`src/rtl/wrc_pkg.sv`:
```
// Shared constants, types and the remainder digit step for the weighted choice core.
// No dependencies; used by rtl/weighted_random_choice_core.sv.
`default_nettype none

package wrc_pkg;

	// Register file and field widths
	localparam int REG_COUNT   = 8;
	localparam int NUM_ENTRIES = 8;
	localparam int CFG_IDX_W   = $clog2(REG_COUNT);
	localparam int WEIGHT_W    = 16;
	localparam int RND_W       = 31;
	localparam int IDX_W       = 3;
	localparam int SUM_W       = 19;

	// Remainder pipeline: dividend padded to DIV_W, DIGIT_BITS quotient bits per stage
	localparam int DIV_W      = 32;
	localparam int DIGIT_BITS = 4;
	localparam int DIV_STAGES = DIV_W / DIGIT_BITS;

	// Input hold after a weight write while the prefix sums settle
	localparam int SETTLE_CYCLES = 3;
	localparam int SETTLE_W      = $clog2(SETTLE_CYCLES + 1);

	typedef logic [SUM_W-1:0]    sum_t;
	typedef logic [WEIGHT_W-1:0] weight_t;

	// Shift DIGIT_BITS dividend bits into the partial remainder, restoring style
	function automatic sum_t div_step(input sum_t rem, input logic [DIGIT_BITS-1:0] bits,
			input sum_t divisor);
		sum_t       r;
		logic [SUM_W:0] t;
		r = rem;
		for (int i = DIGIT_BITS - 1; i >= 0; i--) begin
			t = {r, bits[i]};
			if (t >= {1'b0, divisor}) begin
				t = t - {1'b0, divisor};
			end
			r = t[SUM_W-1:0];
		end
		return r;
	endfunction

endpackage

`default_nettype wire

```
`src/rtl/weighted_random_choice_core.sv`:
```
// Pipeline: 8 remainder stages and 1 select stage between input transfer and result.
// Throughput: one item per cycle while in_stall is low; a stalled output only holds the stages that are full.
// The remainder unit retires 4 dividend bits per stage against the registered weight total.
// After a weight write the input stalls while the prefix sums settle.
// Reset (arst_n, async, active low) clears all weights to zero and empties the pipeline.
// Roulette-wheel selection core built on wrc_pkg: weights, prefix sums, remainder, select.
`default_nettype none

module weighted_random_choice_core (
	input  wire logic                          clk,
	input  wire logic                          arst_n,
	// configuration write port
	input  wire logic                          cfg_wen,
	input  wire logic [wrc_pkg::CFG_IDX_W-1:0] cfg_index,
	input  wire logic [wrc_pkg::WEIGHT_W-1:0]  cfg_data,
	// input channel
	input  wire logic                          in_valid,
	output logic                               in_stall,
	input  wire logic [wrc_pkg::RND_W-1:0]     random_value,
	// output channel
	output logic                               out_valid,
	input  wire logic                          out_stall,
	output logic [wrc_pkg::IDX_W-1:0]          chosen_index,
	output logic                               choice_valid,
	output logic [wrc_pkg::SUM_W-1:0]          reduced_roll
);

	localparam int LAST = wrc_pkg::DIV_STAGES - 1;

	wrc_pkg::weight_t weight_q [wrc_pkg::REG_COUNT];
	wrc_pkg::sum_t    lvl0     [wrc_pkg::REG_COUNT];
	wrc_pkg::sum_t    pfx1_q   [wrc_pkg::REG_COUNT];
	wrc_pkg::sum_t    pfx2_q   [wrc_pkg::REG_COUNT];
	wrc_pkg::sum_t    pfx3_q   [wrc_pkg::REG_COUNT];
	wrc_pkg::sum_t    total;
	logic [wrc_pkg::SETTLE_W-1:0] settle_q;

	logic                        div_v_s   [wrc_pkg::DIV_STAGES];
	wrc_pkg::sum_t               div_rem_s [wrc_pkg::DIV_STAGES];
	logic [wrc_pkg::DIV_W-1:0]   div_num_s [wrc_pkg::DIV_STAGES-1];
	logic                        rdy       [wrc_pkg::DIV_STAGES];
	logic                        out_rdy;
	logic [wrc_pkg::DIV_W-1:0]   num_in;

	logic                        out_valid_q;
	logic [wrc_pkg::IDX_W-1:0]   chosen_index_q;
	logic                        choice_valid_q;
	wrc_pkg::sum_t               reduced_roll_q;

	logic [wrc_pkg::IDX_W-1:0]   pick;
	logic                        any_weight;

	// Weight registers
	always_ff @(posedge clk or negedge arst_n) begin
		if (!arst_n) begin
			for (int i = 0; i < wrc_pkg::REG_COUNT; i++) begin
				weight_q[i] <= '0;
			end
		end else if (cfg_wen) begin
			weight_q[cfg_index] <= cfg_data;
		end
	end

	// Drop entries beyond the used count
	always_comb begin
		for (int i = 0; i < wrc_pkg::REG_COUNT; i++) begin
			lvl0[i] = (i < wrc_pkg::NUM_ENTRIES) ? wrc_pkg::SUM_W'(weight_q[i]) : '0;
		end
	end

	// Registered prefix-sum tree, offsets 1, 2 and 4
	always_ff @(posedge clk or negedge arst_n) begin
		if (!arst_n) begin
			for (int i = 0; i < wrc_pkg::REG_COUNT; i++) begin
				pfx1_q[i] <= '0;
				pfx2_q[i] <= '0;
				pfx3_q[i] <= '0;
			end
		end else begin
			for (int i = 0; i < wrc_pkg::REG_COUNT; i++) begin
				if (i >= 1) begin
					pfx1_q[i] <= lvl0[i] + lvl0[i-1];
				end else begin
					pfx1_q[i] <= lvl0[i];
				end
				if (i >= 2) begin
					pfx2_q[i] <= pfx1_q[i] + pfx1_q[i-2];
				end else begin
					pfx2_q[i] <= pfx1_q[i];
				end
				if (i >= 4) begin
					pfx3_q[i] <= pfx2_q[i] + pfx2_q[i-4];
				end else begin
					pfx3_q[i] <= pfx2_q[i];
				end
			end
		end
	end

	assign total      = pfx3_q[wrc_pkg::NUM_ENTRIES-1];
	assign any_weight = (total != '0);

	// Hold off input transfers while the prefix tree catches up with a write
	always_ff @(posedge clk or negedge arst_n) begin
		if (!arst_n) begin
			settle_q <= '0;
		end else if (cfg_wen) begin
			settle_q <= wrc_pkg::SETTLE_W'(wrc_pkg::SETTLE_CYCLES);
		end else if (settle_q != '0) begin
			settle_q <= settle_q - 1'b1;
		end
	end

	// Per-stage advance: a stage moves when empty or when the next one moves
	assign out_rdy = !out_valid_q || !out_stall;

	always_comb begin
		rdy[LAST] = !div_v_s[LAST] || out_rdy;
		for (int j = LAST - 1; j >= 0; j--) begin
			rdy[j] = !div_v_s[j] || rdy[j+1];
		end
	end

	assign in_stall = !rdy[0] || cfg_wen || (settle_q != '0);
	assign num_in   = wrc_pkg::DIV_W'(random_value);

	// Remainder pipeline valid bits
	always_ff @(posedge clk or negedge arst_n) begin
		if (!arst_n) begin
			for (int j = 0; j < wrc_pkg::DIV_STAGES; j++) begin
				div_v_s[j] <= 1'b0;
			end
		end else begin
			if (rdy[0]) begin
				div_v_s[0] <= in_valid && !in_stall;
			end
			for (int j = 1; j < wrc_pkg::DIV_STAGES; j++) begin
				if (rdy[j]) begin
					div_v_s[j] <= div_v_s[j-1];
				end
			end
		end
	end

	// Remainder pipeline data: retire DIGIT_BITS dividend bits per stage
	always_ff @(posedge clk) begin
		if (rdy[0]) begin
			div_rem_s[0] <= wrc_pkg::div_step('0,
				num_in[wrc_pkg::DIV_W-1 -: wrc_pkg::DIGIT_BITS], total);
			div_num_s[0] <= num_in << wrc_pkg::DIGIT_BITS;
		end
		for (int j = 1; j < wrc_pkg::DIV_STAGES; j++) begin
			if (rdy[j]) begin
				div_rem_s[j] <= wrc_pkg::div_step(div_rem_s[j-1],
					div_num_s[j-1][wrc_pkg::DIV_W-1 -: wrc_pkg::DIGIT_BITS], total);
			end
		end
		// Shift the remaining dividend bits along; the last stage needs none
		for (int j = 1; j < LAST; j++) begin
			if (rdy[j]) begin
				div_num_s[j] <= div_num_s[j-1] << wrc_pkg::DIGIT_BITS;
			end
		end
	end

	// Pick the lowest entry whose prefix sum exceeds the reduced roll
	always_comb begin
		pick = '0;
		for (int i = wrc_pkg::REG_COUNT - 1; i >= 0; i--) begin
			if ((i < wrc_pkg::NUM_ENTRIES) && (div_rem_s[LAST] < pfx3_q[i])) begin
				pick = wrc_pkg::IDX_W'(i);
			end
		end
	end

	// Output register
	always_ff @(posedge clk or negedge arst_n) begin
		if (!arst_n) begin
			out_valid_q <= 1'b0;
		end else if (out_rdy) begin
			out_valid_q <= div_v_s[LAST];
		end
	end

	always_ff @(posedge clk) begin
		if (out_rdy) begin
			chosen_index_q <= any_weight ? pick : '0;
			choice_valid_q <= any_weight;
			reduced_roll_q <= any_weight ? div_rem_s[LAST] : '0;
		end
	end

	assign out_valid    = out_valid_q;
	assign chosen_index = chosen_index_q;
	assign choice_valid = choice_valid_q;
	assign reduced_roll = reduced_roll_q;

	// A weight write always blocks the next input transfer
	a_settle_stall: assert property (@(posedge clk) disable iff (!arst_n)
		$past(cfg_wen) |-> in_stall)
		else $error("input accepted right after a weight write");

	// An accepted input fills the first remainder stage
	a_enter: assert property (@(posedge clk) disable iff (!arst_n)
		(in_valid && !in_stall) |=> div_v_s[0])
		else $error("accepted input lost at pipeline entry");

	// A full last stage behind a stalled output is held
	a_hold_last: assert property (@(posedge clk) disable iff (!arst_n)
		(out_valid_q && out_stall && div_v_s[LAST]) |=> div_v_s[LAST])
		else $error("last remainder stage dropped under stall");

	// No choice means all result fields are zero
	a_no_choice: assert property (@(posedge clk) disable iff (!arst_n)
		(out_valid_q && !choice_valid_q) |-> (chosen_index_q == '0 && reduced_roll_q == '0))
		else $error("empty choice carries nonzero fields");

endmodule

`default_nettype wire
```
`config.mk`:
```
export PLATFORM = sky130hd
export DESIGN_NAME = weighted_random_choice_core
export DESIGN_NICKNAME = d
export VERILOG_FILES = /design/src/rtl/wrc_pkg.sv /design/src/rtl/weighted_random_choice_core.sv
export SDC_FILE = /design/constraint.sdc
export NUM_CORES = 2
export LEC_CHECK = 0
export BUFFER_PORTS_ARGS = -buffer_cell sky130_fd_sc_hd__buf_2
export CAP_MARGIN = 15
export CORE_MARGIN = 2
export CORE_UTILIZATION = 25
export DETAILED_ROUTE_END_ITERATION = 8
export HOLD_SLACK_MARGIN = 0.08
export PLACE_DENSITY = 0.39
export SYNTH_ARGS = -nofsm -noshare
export SYNTH_HDL_FRONTEND = slang
export SYNTH_SLANG_ARGS = --single-unit
```
`constraint.sdc`:
```
create_clock -name clk -period 13.2 [get_ports clk]
set_input_delay 0.66 -clock clk [delete_from_list [all_inputs] [get_ports clk]]
set_output_delay 0.66 -clock clk [all_outputs]
set_load 0.1 [all_outputs]
```
==> run metrics <==
CTS root buffer clkbuf_16; via count 59.46k; EDFF count, synth 287; GRT overflow 0; vias per cell 4.904; DRT antenna net count 0; Max Clock Freq 0.08144 GHz; CP Capture Type flop; clk_skew 87.42 ps; synth unique cells 94; HP Class in2reg; prevailing post-synth register cell dfrtp_1; H-tree depth 3; vias in the first global route 60.10k; synth top area cells dfrtp_1 19%, ha_1 17%, edfxtp_1 12%; Worst-Skew Late Latency 800 ps; IO buf count 79; Synth Register Bits 847; RSZ-0062 raised after global routing no; Clock Sinks 847; hold path depth 1; share of layout cells above drive strength 1 10.98%; Cell Area, Synth 0.07322 mm2; gpl congestion 0.8832; fin crit share 93.02%; FILL cells 30.55k; pin count of the biggest net entering global routing 159; Final Net Count 9,241; IO Pins 80; die width 545.2 um; synth cell count leaders 1,010 x ha_1, 572 x nor2_1, 560 x dfrtp_1; CTS tree built; routed length per instance 20.91 um; first-pass GRT wire length 379,300 um; GRT Total Usage 16.63%; initial antenna violation count 12; Critical Path Fanout Max 28; CTS max path bufs 3; CP Class reg2reg; clock-pin transition on the worst setup and hold timing paths 60 ps; Final setup viols 0; count leader, synth ha_1; FF-to-FF path depth 42; Final min period 12,280 ps; die area 0.2972 mm2; CP required 13,690 ps; worst stage delay on the critical path 550 ps; Core Region 0.2911 mm2; yosys warns 0; largest area contributor in the netlist dfrtp_1; crit start category flop; final hold violation count 0; Die H 545.2 um; CTS Buf Count 110; Synth async-reset ratio 66.12%; Max-slew headroom 27.82%; Area Overhead vs Synth 14.35%; post-synth net total 8,977; # rows 198; first-pass iteration count of the detailed router 8; max-slew violation count 0; status completed; max cap viols 0; slowest cell on the critical path dfrtp_2; crit path DAT 12,760 ps; DP Wirelength 199,800 um; Synth top area share 19.14%; Total Wirelength 253,600 um; syn_area_per_cell 9.311 um2; Worst Max-Slew Pin Slew 1083 ps; Initial Util 25.15%; setup TNS 0 ps; post-synthesis sequential area ratio 30.91%; DRC Markers 0; Syn Inst Count 7,864; DRT iter0 DRCs 3,380
-- state kept, by name, indices dropped and copies added, names as in the netlist, 19 cells and up --
register / cells
lvl0: 128
pfx1_q: 135
reduced_roll: 19
pfx2_q: 141
div_num_s: 112
div_rem_s: 152
total: 19
pfx3_q: 126
-- placed cells by master, fill, tap and decap left out, drive strengths merged, types with 94 or more instances in the layout --
master | synthesis | layout
o21ai | 517 | 517
edfxtp | 287 | 287
nor2 | 572 | 572
o21a | 107 | 107
a21oi | 543 | 543
xnor2 | 429 | 429
nand4 | 94 | 94
nand3 | 142 | 142
clkbuf | 90 | 149
inv | 533 | 541
buf | 25 | 240
mux2 | 367 | 367
xor2 | 204 | 204
a21o | 254 | 254
ha | 1010 | 1010
nor2b | 139 | 139
nand2 | 517 | 517
nand2b | 118 | 118
dfrtp | 560 | 560
a21boi | 103 | 103
nor3 | 159 | 159
-- cell type report --
type                    instances  area [um2]  area share, %
multi-input cells            6369       48270          57.65
flip-flops and latches        847       22630          27.03
well taps                    3900        4880          5.828
clock buffers                 149        3174          3.791
repair buffers                267        2048          2.446
inverters                     533        2004          2.394
clock inverters                60       710.7         0.8489
diodes                          1       2.502       0.002989
-- layer usage --
metal	GRT usage, %	vias to the layer above	part of all wire, %
met4	4.566	2	2.9
met3	1.624	289	2.8
li1	-	29350	-
met2	29.23	943	49
met1	21.50	28870	46
met5	0	-	0.0047
-- worst paths after layout --
check | from | to | slack [ps]
worst max-delay path | total[0]$_DFF_PN0_ | div_rem_s[1][49]$_DFFE_PP_ | 920
worst min register to register | pfx1_q[139]$_DFF_PN0_ | pfx2_q[139]$_DFF_PN0_ | 350
worst min-delay path | random_value[13] | div_num_s[0][13]$_DFFE_PN_ | 150
max in group asynchronous | arst_n | total[1]$_DFF_PN0_ | 10380
min in group asynchronous | arst_n | pfx2_q[55]$_DFF_PN0_ | 540
worst max register to register | total[0]$_DFF_PN0_ | div_rem_s[1][49]$_DFFE_PP_ | 920
-- logic make-up after synthesis --
family	Yosys count	share of synthesized area, %
AOI/OAI and AO/OA	2130	18.85
and+or+nand+nor	2103	13.98
adders and majority gates	1058	18.57
DFF	847	30.91
buffers and inverters	648	3.361
xor gates and xnor gates	633	7.572
muxes	445	6.762
-- metrics by stage --
step	cell area [um2]	hold WS (ps)	std cells	setup slack (ps)	util (%)
after floorplan	73220	357.4	7864	458.8	-
after global routing	83720	114.0	12130	8.484	28.76
after global placement	79280	364.6	11870	345.9	27.24
after CTS	83440	104.8	12110	250.8	28.67
after detailed placement	79290	363.7	11870	330.8	27.24
final	83720	154.0	12130	921.4	28.76
-- worst max-delay path, delay by kind of cell, from the launching register on --
kind	cells	cell delay [ps]
compound gates	22	5530
fa+ha+maj	5	1690
buf+inv	5	1340
flops	1	550
mux	4	1500
simple gates	6	1380
-- what timing repair did --
| item | CTS | global route |
|---|---|---|
| resized for setup | 0 | 24 |
| setup buffers | 0 | 13 |
| endpoints found under the setup margin | 0 | 109 |
| endpoints found under the hold margin | 121 | 0 |
| hold buffers | 27 | 0 |
Power is not shown: default switching activity piles up to over one toggle a cycle in this logic, so the estimate is an artifact.
